<file path="src/sv/ipv4tp_pkg.sv">
`timescale 1ns / 1ps
// ----------------------------------------------------------------------------
// ipv4tp_pkg
// Shared types and constants for the dotted-decimal IPv4 address parser.
// ----------------------------------------------------------------------------
package ipv4tp_pkg;

  // character codes
  localparam logic [7:0] CharDot  = 8'h2E;
  localparam logic [7:0] CharZero = 8'h30;
  localparam logic [7:0] CharNine = 8'h39;

  // largest legal segment value
  localparam logic [9:0] MaxSegment = 10'd255;

  // segment position limits
  localparam logic [1:0] LastDot   = 2'd3;
  localparam logic [1:0] MaxDigits = 2'd3;

  // character class
  typedef enum logic [1:0] {
    KIND_DIGIT,
    KIND_DOT,
    KIND_OTHER
  } kind_e;

  // classified beat passed from front to back
  typedef struct packed {
    kind_e      kind;
    logic [3:0] digit;
    logic       has_char;
    logic       ends;
  } beat_t;

  // one result beat
  typedef struct packed {
    logic        valid_res;
    logic [31:0] address;
  } res_t;

endpackage

</file>
<file path="src/sv/ipv4tp_front.sv">
`timescale 1ns / 1ps
// ----------------------------------------------------------------------------
// ipv4tp_front
// Accepts text beats, classifies each character and holds them in a
// two-entry queue for the parser back end.
// ----------------------------------------------------------------------------
module ipv4tp_front (
  input  logic              clk_i,
  input  logic              rst_ni,
  input  logic              push,
  output logic              full,
  input  logic [7:0]        character_i,
  input  logic              last_i,
  input  logic              no_char_i,
  output logic              beat_valid_o,
  output ipv4tp_pkg::beat_t beat_o,
  input  logic              beat_take_i
);

  ipv4tp_pkg::beat_t mem_q [2];
  ipv4tp_pkg::beat_t cls;
  logic [1:0]        cnt_q, cnt_d;
  logic              wr_ptr_q, rd_ptr_q;
  logic              do_wr, do_rd;

  // character classification
  always_comb begin
    cls          = '0;
    cls.has_char = ~no_char_i;
    cls.ends     = no_char_i | last_i;
    cls.digit    = 4'(character_i - ipv4tp_pkg::CharZero);
    if (character_i inside {[ipv4tp_pkg::CharZero:ipv4tp_pkg::CharNine]}) begin
      cls.kind = ipv4tp_pkg::KIND_DIGIT;
    end else if (character_i == ipv4tp_pkg::CharDot) begin
      cls.kind = ipv4tp_pkg::KIND_DOT;
    end else begin
      cls.kind = ipv4tp_pkg::KIND_OTHER;
    end
  end

  // queue handshake
  assign full         = (cnt_q == 2'd2);
  assign do_wr        = push & ~full;
  assign beat_valid_o = (cnt_q != 2'd0);
  assign do_rd        = beat_take_i & beat_valid_o;
  assign beat_o       = mem_q[rd_ptr_q];

  always_comb begin
    cnt_d = cnt_q;
    if (do_wr && !do_rd) begin
      cnt_d = cnt_q + 2'd1;
    end else if (!do_wr && do_rd) begin
      cnt_d = cnt_q - 2'd1;
    end
  end

  // queue pointers and count
  always_ff @(posedge clk_i or negedge rst_ni) begin
    if (!rst_ni) begin
      cnt_q    <= 2'd0;
      wr_ptr_q <= 1'b0;
      rd_ptr_q <= 1'b0;
    end else begin
      cnt_q <= cnt_d;
      if (do_wr) begin
        wr_ptr_q <= ~wr_ptr_q;
      end
      if (do_rd) begin
        rd_ptr_q <= ~rd_ptr_q;
      end
    end
  end

  // queue storage
  always_ff @(posedge clk_i) begin
    if (do_wr) begin
      mem_q[wr_ptr_q] <= cls;
    end
  end

endmodule

</file>
<file path="src/sv/ipv4tp_back.sv">
`timescale 1ns / 1ps
// ----------------------------------------------------------------------------
// ipv4tp_back
// Runs the per-character parse state and places one result per finished
// string into a two-entry result queue.
// ----------------------------------------------------------------------------
module ipv4tp_back (
  input  logic              clk_i,
  input  logic              rst_ni,
  input  logic              beat_valid_i,
  input  ipv4tp_pkg::beat_t beat_i,
  output logic              beat_take_o,
  output logic              empty,
  input  logic              pop,
  output logic              valid_res_o,
  output logic [31:0]       address_o
);

  logic [1:0]  dots_q, dots_d;
  logic [1:0]  digits_q, digits_d;
  logic [9:0]  seg_q, seg_d;
  logic        lz_q, lz_d;
  logic        bad_q, bad_d;
  logic [31:0] part_q, part_d;
  logic [31:0] seg_shifted;
  logic        ok;

  ipv4tp_pkg::res_t res_mem_q [2];
  ipv4tp_pkg::res_t res_new;
  logic [1:0]       res_cnt_q, res_cnt_d;
  logic             res_wr_ptr_q, res_rd_ptr_q;
  logic             res_wr, res_rd;

  // take a beat while the result queue has room
  assign res_rd      = pop & ~empty;
  assign beat_take_o = beat_valid_i & ((res_cnt_q != 2'd2) | res_rd);
  assign res_wr      = beat_take_o & beat_i.ends;

  // finished segment placed at its byte position
  always_comb begin
    case (dots_q)
      2'd0:    seg_shifted = {seg_q[7:0], 24'd0};
      2'd1:    seg_shifted = {8'd0, seg_q[7:0], 16'd0};
      2'd2:    seg_shifted = {16'd0, seg_q[7:0], 8'd0};
      default: seg_shifted = 32'd0;
    endcase
  end

  // parse state update
  always_comb begin
    dots_d   = dots_q;
    digits_d = digits_q;
    seg_d    = seg_q;
    lz_d     = lz_q;
    bad_d    = bad_q;
    part_d   = part_q;
    if (beat_i.has_char && !bad_q) begin
      case (beat_i.kind)
        ipv4tp_pkg::KIND_DOT: begin
          if (digits_q == 2'd0 || dots_q == ipv4tp_pkg::LastDot ||
              seg_q > ipv4tp_pkg::MaxSegment) begin
            bad_d = 1'b1;
          end else begin
            part_d   = part_q | seg_shifted;
            dots_d   = dots_q + 2'd1;
            digits_d = 2'd0;
            seg_d    = 10'd0;
            lz_d     = 1'b0;
          end
        end
        ipv4tp_pkg::KIND_DIGIT: begin
          if (digits_q == ipv4tp_pkg::MaxDigits || (digits_q != 2'd0 && lz_q)) begin
            bad_d = 1'b1;
          end else begin
            if (digits_q == 2'd0 && beat_i.digit == 4'd0) begin
              lz_d = 1'b1;
            end
            seg_d    = {seg_q[6:0], 3'd0} + {seg_q[8:0], 1'b0} + {6'd0, beat_i.digit};
            digits_d = digits_q + 2'd1;
          end
        end
        default: begin
          bad_d = 1'b1;
        end
      endcase
    end
  end

  // verdict on the string as it stands after this beat
  always_comb begin
    ok = ~bad_d & (dots_d == ipv4tp_pkg::LastDot) & (digits_d != 2'd0) &
         (seg_d <= ipv4tp_pkg::MaxSegment);
    res_new.valid_res = ok;
    res_new.address   = ok ? (part_d | {24'd0, seg_d[7:0]}) : 32'd0;
  end

  // parse state registers, cleared after each string
  always_ff @(posedge clk_i or negedge rst_ni) begin
    if (!rst_ni) begin
      dots_q   <= 2'd0;
      digits_q <= 2'd0;
      seg_q    <= 10'd0;
      lz_q     <= 1'b0;
      bad_q    <= 1'b0;
      part_q   <= 32'd0;
    end else if (beat_take_o) begin
      if (beat_i.ends) begin
        dots_q   <= 2'd0;
        digits_q <= 2'd0;
        seg_q    <= 10'd0;
        lz_q     <= 1'b0;
        bad_q    <= 1'b0;
        part_q   <= 32'd0;
      end else begin
        dots_q   <= dots_d;
        digits_q <= digits_d;
        seg_q    <= seg_d;
        lz_q     <= lz_d;
        bad_q    <= bad_d;
        part_q   <= part_d;
      end
    end
  end

  // result queue count
  always_comb begin
    res_cnt_d = res_cnt_q;
    if (res_wr && !res_rd) begin
      res_cnt_d = res_cnt_q + 2'd1;
    end else if (!res_wr && res_rd) begin
      res_cnt_d = res_cnt_q - 2'd1;
    end
  end

  always_ff @(posedge clk_i or negedge rst_ni) begin
    if (!rst_ni) begin
      res_cnt_q    <= 2'd0;
      res_wr_ptr_q <= 1'b0;
      res_rd_ptr_q <= 1'b0;
    end else begin
      res_cnt_q <= res_cnt_d;
      if (res_wr) begin
        res_wr_ptr_q <= ~res_wr_ptr_q;
      end
      if (res_rd) begin
        res_rd_ptr_q <= ~res_rd_ptr_q;
      end
    end
  end

  // result queue storage
  always_ff @(posedge clk_i) begin
    if (res_wr) begin
      res_mem_q[res_wr_ptr_q] <= res_new;
    end
  end

  // oldest result on the ports
  assign empty       = (res_cnt_q == 2'd0);
  assign valid_res_o = res_mem_q[res_rd_ptr_q].valid_res;
  assign address_o   = res_mem_q[res_rd_ptr_q].address;

endmodule

</file>
<file path="src/sv/ipv4_text_address_parser.sv">
`timescale 1ns / 1ps
// ----------------------------------------------------------------------------
// ipv4_text_address_parser
// Strict dotted-decimal IPv4 text parser, one character per beat.
// ----------------------------------------------------------------------------
// The block takes one character beat per clock and keeps that rate as long as
// results are popped. A beat enters a two-entry classification queue in the
// front end; the back end updates the parse state as it takes each beat and
// writes one result per finished string into a two-entry result queue; a
// string's result passes the front queue and then the result queue. Either
// queue absorbs stalls on its own side; full rises only when the front queue
// holds two beats that the back end cannot take.

module ipv4_text_address_parser (
  input  logic        clk_i,
  input  logic        rst_ni,
  input  logic        push,
  output logic        full,
  input  logic [7:0]  character_i,
  input  logic        last_i,
  input  logic        no_char_i,
  output logic        empty,
  input  logic        pop,
  output logic        valid_res_o,
  output logic [31:0] address_o
);

  logic              beat_valid;
  logic              beat_take;
  ipv4tp_pkg::beat_t beat;

  // classify and queue characters
  ipv4tp_front u_front (
    .clk_i        (clk_i),
    .rst_ni       (rst_ni),
    .push         (push),
    .full         (full),
    .character_i  (character_i),
    .last_i       (last_i),
    .no_char_i    (no_char_i),
    .beat_valid_o (beat_valid),
    .beat_o       (beat),
    .beat_take_i  (beat_take)
  );

  // parse and deliver results
  ipv4tp_back u_back (
    .clk_i        (clk_i),
    .rst_ni       (rst_ni),
    .beat_valid_i (beat_valid),
    .beat_i       (beat),
    .beat_take_o  (beat_take),
    .empty        (empty),
    .pop          (pop),
    .valid_res_o  (valid_res_o),
    .address_o    (address_o)
  );

endmodule

</file>
<file path="config.mk">
export PLATFORM = sky130hd
export DESIGN_NAME = ipv4_text_address_parser
export DESIGN_NICKNAME = d
export VERILOG_FILES = /design/src/sv/ipv4tp_pkg.sv /design/src/sv/ipv4tp_front.sv /design/src/sv/ipv4tp_back.sv /design/src/sv/ipv4_text_address_parser.sv
export SDC_FILE = /design/constraint.sdc
export NUM_CORES = 1
export LEC_CHECK = 0
export BUFFER_PORTS_ARGS = -buffer_cell sky130_fd_sc_hd__buf_2
export CAP_MARGIN = 10
export CORE_AREA = 5 5 171 173
export DETAILED_ROUTE_END_ITERATION = 6
export DIE_AREA = 0 0 176 178
export GPL_TIMING_DRIVEN = 0
export PLACE_DENSITY = 0.33
export SYNTH_ARGS = -nofsm -noshare
export SYNTH_HDL_FRONTEND = slang
export SYNTH_SLANG_ARGS = --single-unit
</file>
<file path="constraint.sdc">
create_clock -name clk_i -period 6.1 [get_ports clk_i]
set_clock_uncertainty 0.05 [all_clocks]
set_input_delay 0.915 -clock clk_i [delete_from_list [all_inputs] [get_ports clk_i]]
set_output_delay 0.915 -clock clk_i [all_outputs]
set_load 0.01 [all_outputs]
</file>
Word-level counts from Yosys, hierarchy flattened
Memories as Yosys holds them, arrays and structs flattened.
Index checks and enable logic that the tools add are counted.
Cells by class
  order comparisons: 4
  muxes and demuxes: 41
  reductions and logical operators: 29
  eq/ne operators: 12
  add/sub/neg operators: 9
  bitwise operators: 20
Operator list (number)
  $mux 32: 5
  $pmux 32 s3: 1
  $mux 10: 4
  $or 32x32->32: 1
  $or 32x8->32: 1
  $mux 2: 14
  $pmux 10 s2: 1
  $mux 1: 13
  $reduce_bool 2->1: 6
  $add 10x10->10: 1
  $add 10x4->10: 1
  $eq 2x2->1 const B: 5
  $gt 10x8->1 const B: 1
  $le 10x8->1 const B: 1
  $add 2x1->2 const B: 4
  $and 1x1->1: 8
  $eq 8x6->1 const B: 1
  $ge 8x6->1 const B: 1
  $le 8x6->1 const B: 1
  $logic_and 1x1->1: 8
  $logic_not 2->1: 4
  $not 1->1: 8
  $ne 3x2->1 const B: 2
  $reduce_and 6->1: 1
  12 further kinds: 22
Storage, ports and cells
  logic and storage cells: 129
  RAM bits: 82
  output and inout port bits: 35
  bits in registers: 56
  memories: 2
  bits of input ports: 14
Memories
  u_back.res_mem_q: depth 2, bits a word 33, read ports 1, clocked after memory_dff 0, write ports 1, line ipv4tp_back.sv:28  | ipv4tp_pkg::res_t res_mem_q [2];
  u_front.mem_q: depth 2, bits a word 8, read ports 1, clocked after memory_dff 0, write ports 1, line ipv4tp_front.sv:20  | ipv4tp_pkg::beat_t mem_q [2];

Logic depth before layout (Yosys ltp)
  depth in word-level cells: 11
  mapped depth: 14
  mapped depth without buffers: 11

Modules after synthesis
From an unflattened synthesis, not the netlist that was laid out.
Second synthesis, totals
  cell total of the unflattened synthesis: 479
  area total of the unflattened synthesis: 6309.8 um^2
By module, submodules not included
  ipv4tp_back: area each 5477.8 um^2, cells each 425, times used 1, seq. area each 3083.0 um^2
  ipv4tp_front: area each 832.0 um^2, cells each 54, times used 1, seq. area each 580.6 um^2

Least setup slack after synthesis
OpenSTA, ideal clock, no wires.
  path kind: input to register
  start: input port pop
  end: memory u_back.res_mem_q[0][0] (netlist bit) (enable)
  buffers on the path: 1
  data arrival time: 3.720 ns
  stages on the path: 4
  setup slack: 1.866 ns
  setup time: 0.464 ns
  required time: 5.586 ns
  cell sequence: o32a_1 -> clkbuf_1 -> inv_2 -> nor3_1
On the way
  cells in the longest elaborated chain, start to end: 6
RTL lines
  from (decl): line ipv4_text_address_parser.sv:23  | input logic pop,
  $and 1x1->1: line ipv4tp_back.sv:35  | assign res_rd = pop & ~empty;
  $or 1x1->1: line ipv4tp_back.sv:36  | assign beat_take_o = beat_valid_i & ((res_cnt_q != 2'd2) | res_rd);
  $and 1x1->1: line ipv4tp_back.sv:36
  $and 1x1->1: line ipv4tp_back.sv:37  | assign res_wr = beat_take_o & beat_i.ends;
  $mux 1: line ipv4tp_back.sv:153  | if (res_wr) begin
  $mux 1 (not written as such): line ipv4tp_back.sv:154  | res_mem_q[res_wr_ptr_q] <= res_new;
  to (decl): line ipv4tp_back.sv:28
No other way between the ends.

==> run summary <==
Status - complete, no violations
Bufs on Longest Clock Path - 2
Setup violations, final - 0
Cell Pwr Density - 473 nW/um^2
Vias in the first global route - 4224
CORE AREA - 27500 um^2
Setup CP Type - flip-flop to flip-flop
Root Driver - clkbuf_16
Commonest non-fill, non-tap cell in the layout - edfxtp_1
Sequential area share after synthesis - 58.9%
Crit path launch type - flip-flop
Total global routing overflow - 0
Slew headroom - 32.3%
Adder-Cell Fraction of Synth Area - 5.07%
R2r setup slk - 1.76 ns
Simple-gate area share of the yosys netlist - 10.7%
Largest family of logic cells by synthesized area - compound AO/OA/AOI/OAI gates
CTS H-Tree Depth - 4
Number of antenna diodes - 0
Yosys cell types - 48
Drt first-iter violations - 193
Final Max Slew Viols - 0
Mapped Nets - 520
Finished Layout Cells - 914
Final Cycle Share - 71.2%
Port Buffer Count - 48
Initial core utilization - 22.6%
Worst Hold Class - input pin to asynchronous set/reset pin
Worst skew pair latency - 0.42 ns
Final wirelength - 15800 um
First-pass GRT wire length - 24900 um
Fill cells - 2864
Peak supply drop - 223 uV
GR peak layer - met2
Yosys warnings - 0
Setup TNS - 0 ns
Xor-xnor portion of the synthesized cell area - 2.40%
Utilization after layout - 27.6%
Row Count - 61
Critical path fanouts, max - 10
WL/cell - 17.3 um
Die Y - 178 um
Number of hold violations in the final report - 0
Global Route met1 Usage - 14.1%
Total CTS buffers - 17
Routed vias - 4088
Synth Cell Area - 6210 um^2
Maximum clock rate - 0.230 GHz
HPWL Detailed - 11100 um
Worst r2r src - u_front.rd_ptr_q
Critical Path Max Stage Delay - 0.83 ns
Pre-antenna DRT Iters - 4
Hold-fix buffers at CTS - 0
Total power - 3.59 mW
CTS clk-pin slew, worst paths - 0.06 ns
Lkg Pwr - 2.93 nW
CP Capture Type - flip-flop
Number of I/O pins - 49
Commonest cells after routing, fill and taps aside - 82 x edfxtp_1, 58 x buf_2, 48 x dfrtp_1
ANT nets after route - 0
Drt drc - 0
Die width - 176 um
Max-cap viol count - 0
Largest net degree at the start of global routing - 49
Vias/cell - 4.47
Nets - 593
# resized after CTS - 0
Clk sinks - 130
Antenna violations before repair - 0
Post-CTS Setup Repair Bufs - 0
Routability cong. - 0.743
Syn Inst Count - 482
Met3 usage - 2.69%
Die area - 31300 um^2
Crit path cell chain - buf_6, buf_2, mux2i_1, fa_1, inv_1, ha_1, a211oi_1, o21ai_0, a31oi_1, xnor2_1, o2111ai_1, buf_4, nor3_2
Min Clock Period, post-route - 4.34 ns
Dpl cells - 881
Grt met2 use - 16.8%
Start point of the critical path - u_front.rd_ptr_q
Arr. time, crit path - 4.46 ns
Mux share of post-synthesis cell area - 7.91%
GRT Overall Usage - 10.5%
Compound-Gate Fraction of Synth Area - 11.1%
Worst-margin pin slew - 1.02 ns
CTS tree - done
Syn avg cell area - 12.9 um^2
RSZ-0062 raised after global routing - false
CP max-delay cell - o2111ai_1
#FFs+latches synth - 130
Area growth syn-to-layout - 22.1%
Layout cells sized above 1 - 30.8%
Worst Path Required - 6.22 ns
## final timing paths
check | cells after the start | end
worst max-delay path | 13 | u_back.res_mem_q[0][25]
worst min-delay path | 1 | u_front.cnt_q[0]
worst max register to register | 13 | u_back.res_mem_q[0][25]
worst min register to register | 2 | u_back.part_q[23]
max in group asynchronous | 2 | u_back.part_q[17]
min in group clk_i | 2 | u_back.part_q[23]
## Yosys cell counts (all sizes together)
cell	instances	share of area (%)
a2bb2oi	1	0.14
nand2b	3	0.30
and3	5	0.50
or4	2	0.24
nor2	40	2.4
o211a	1	0.16
nand4b	1	0.14
a31oi	26	2.6
o21bai	3	0.42
nor4	1	0.10
o2111ai	2	0.28
clkbuf	14	0.85
inv	16	0.97
a22oi	7	0.85
ha	22	4.4
a21o	2	0.24
o32a	2	0.32
o31ai	1	0.12
a211oi	4	0.48
edfxtp	82	40
nand3	4	0.32
a22o	9	1.4
buf	19	2.0
or2	2	0.20
nor2b	1	0.10
nand2	11	0.66
a21oi	32	2.6
mux2i	6	0.97
o2111a	1	0.18
mux2	38	6.9
nor3	39	5.5
xor2	7	0.99
dfrtp	48	19
o22ai	1	0.10
fa	2	0.64
o21ai	15	1.2
xnor2	10	1.4
nor3b	1	0.12
nor4b	1	0.14
## cell type report
cell class	instances	area, um^2	area share [%]
buffer	33	178	2.34
clock buffer	18	429	5.66
clock inverter	14	178	2.34
inverter	16	60.1	0.792
multi-input combinational	303	2320	30.6
sequential	130	3660	48.3
tap	346	433	5.71
timing repair buffer	54	325	4.29
## critical path, delay by kind of cell (launching register included)
kind | cells | cell delay (ns)
buffers and inverters | 4 | 0.86
xor gates and xnor gates | 1 | 0.13
adders and majority gates | 2 | 0.72
AOI/OAI and AO/OA | 4 | 1.53
and+or+nand+nor | 1 | 0.08
muxes | 1 | 0.36
DFF | 1 | 0.34
## flip-flops by register name, indices dropped and copies added (netlist names)
signal and count:
u_front.cnt_q 2, u_back.dots_q 2, u_back.res_wr_ptr_q 1, u_front.mem_q 16, u_back.res_cnt_q 2, u_back.digits_q 2, u_back.part_q 24, u_front.rd_ptr_q 1
u_back.res_mem_q 66, u_back.seg_q 10, u_back.lz_q 1, u_front.wr_ptr_q 1, u_back.bad_q 1, u_back.res_rd_ptr_q 1
## layer usage
| layer | up-vias | wire length (um) |
|---|---|---|
| li1 | 1947 | - |
| met5 | - | 0 |
| met2 | 77 | 7330 |
| met4 | 0 | 136 |
| met1 | 2052 | 7780 |
| met3 | 12 | 597 |
## metrics by stage
step | cell area [um^2] | setup slack [ns] | hold slack, ns
6_report | 7590 | 1.76 | 0.341
5_1_grt | 7590 | 1.48 | 0.349
4_1_cts | 7570 | 1.66 | 0.448
3_5_place_dp | 6960 | 1.69 | 0.434
3_3_place_gp | 6890 | -0.839 | 0.426
2_1_floorplan | 6210 | 1.87 | 0.406
## power by group
part	internal (mW)	leakage, nW	switching (mW)	total, mW
logic	0.490	1.21	0.783	1.27
clock network	0.649	0.286	0.413	1.06
registers	1.19	1.43	0.0706	1.26
## cells by family after synthesis
kind of cell             count (synthesis)
AND/OR/NAND/NOR                        111
buffers and inverters                   49
multiplexers                            44
flip-flops                             130
XOR/XNOR                                17
AO/OA/AOI/OAI                          107
adder cells (fa/ha/maj)                 24
Note: power is estimated with default switching activity, not from simulation.
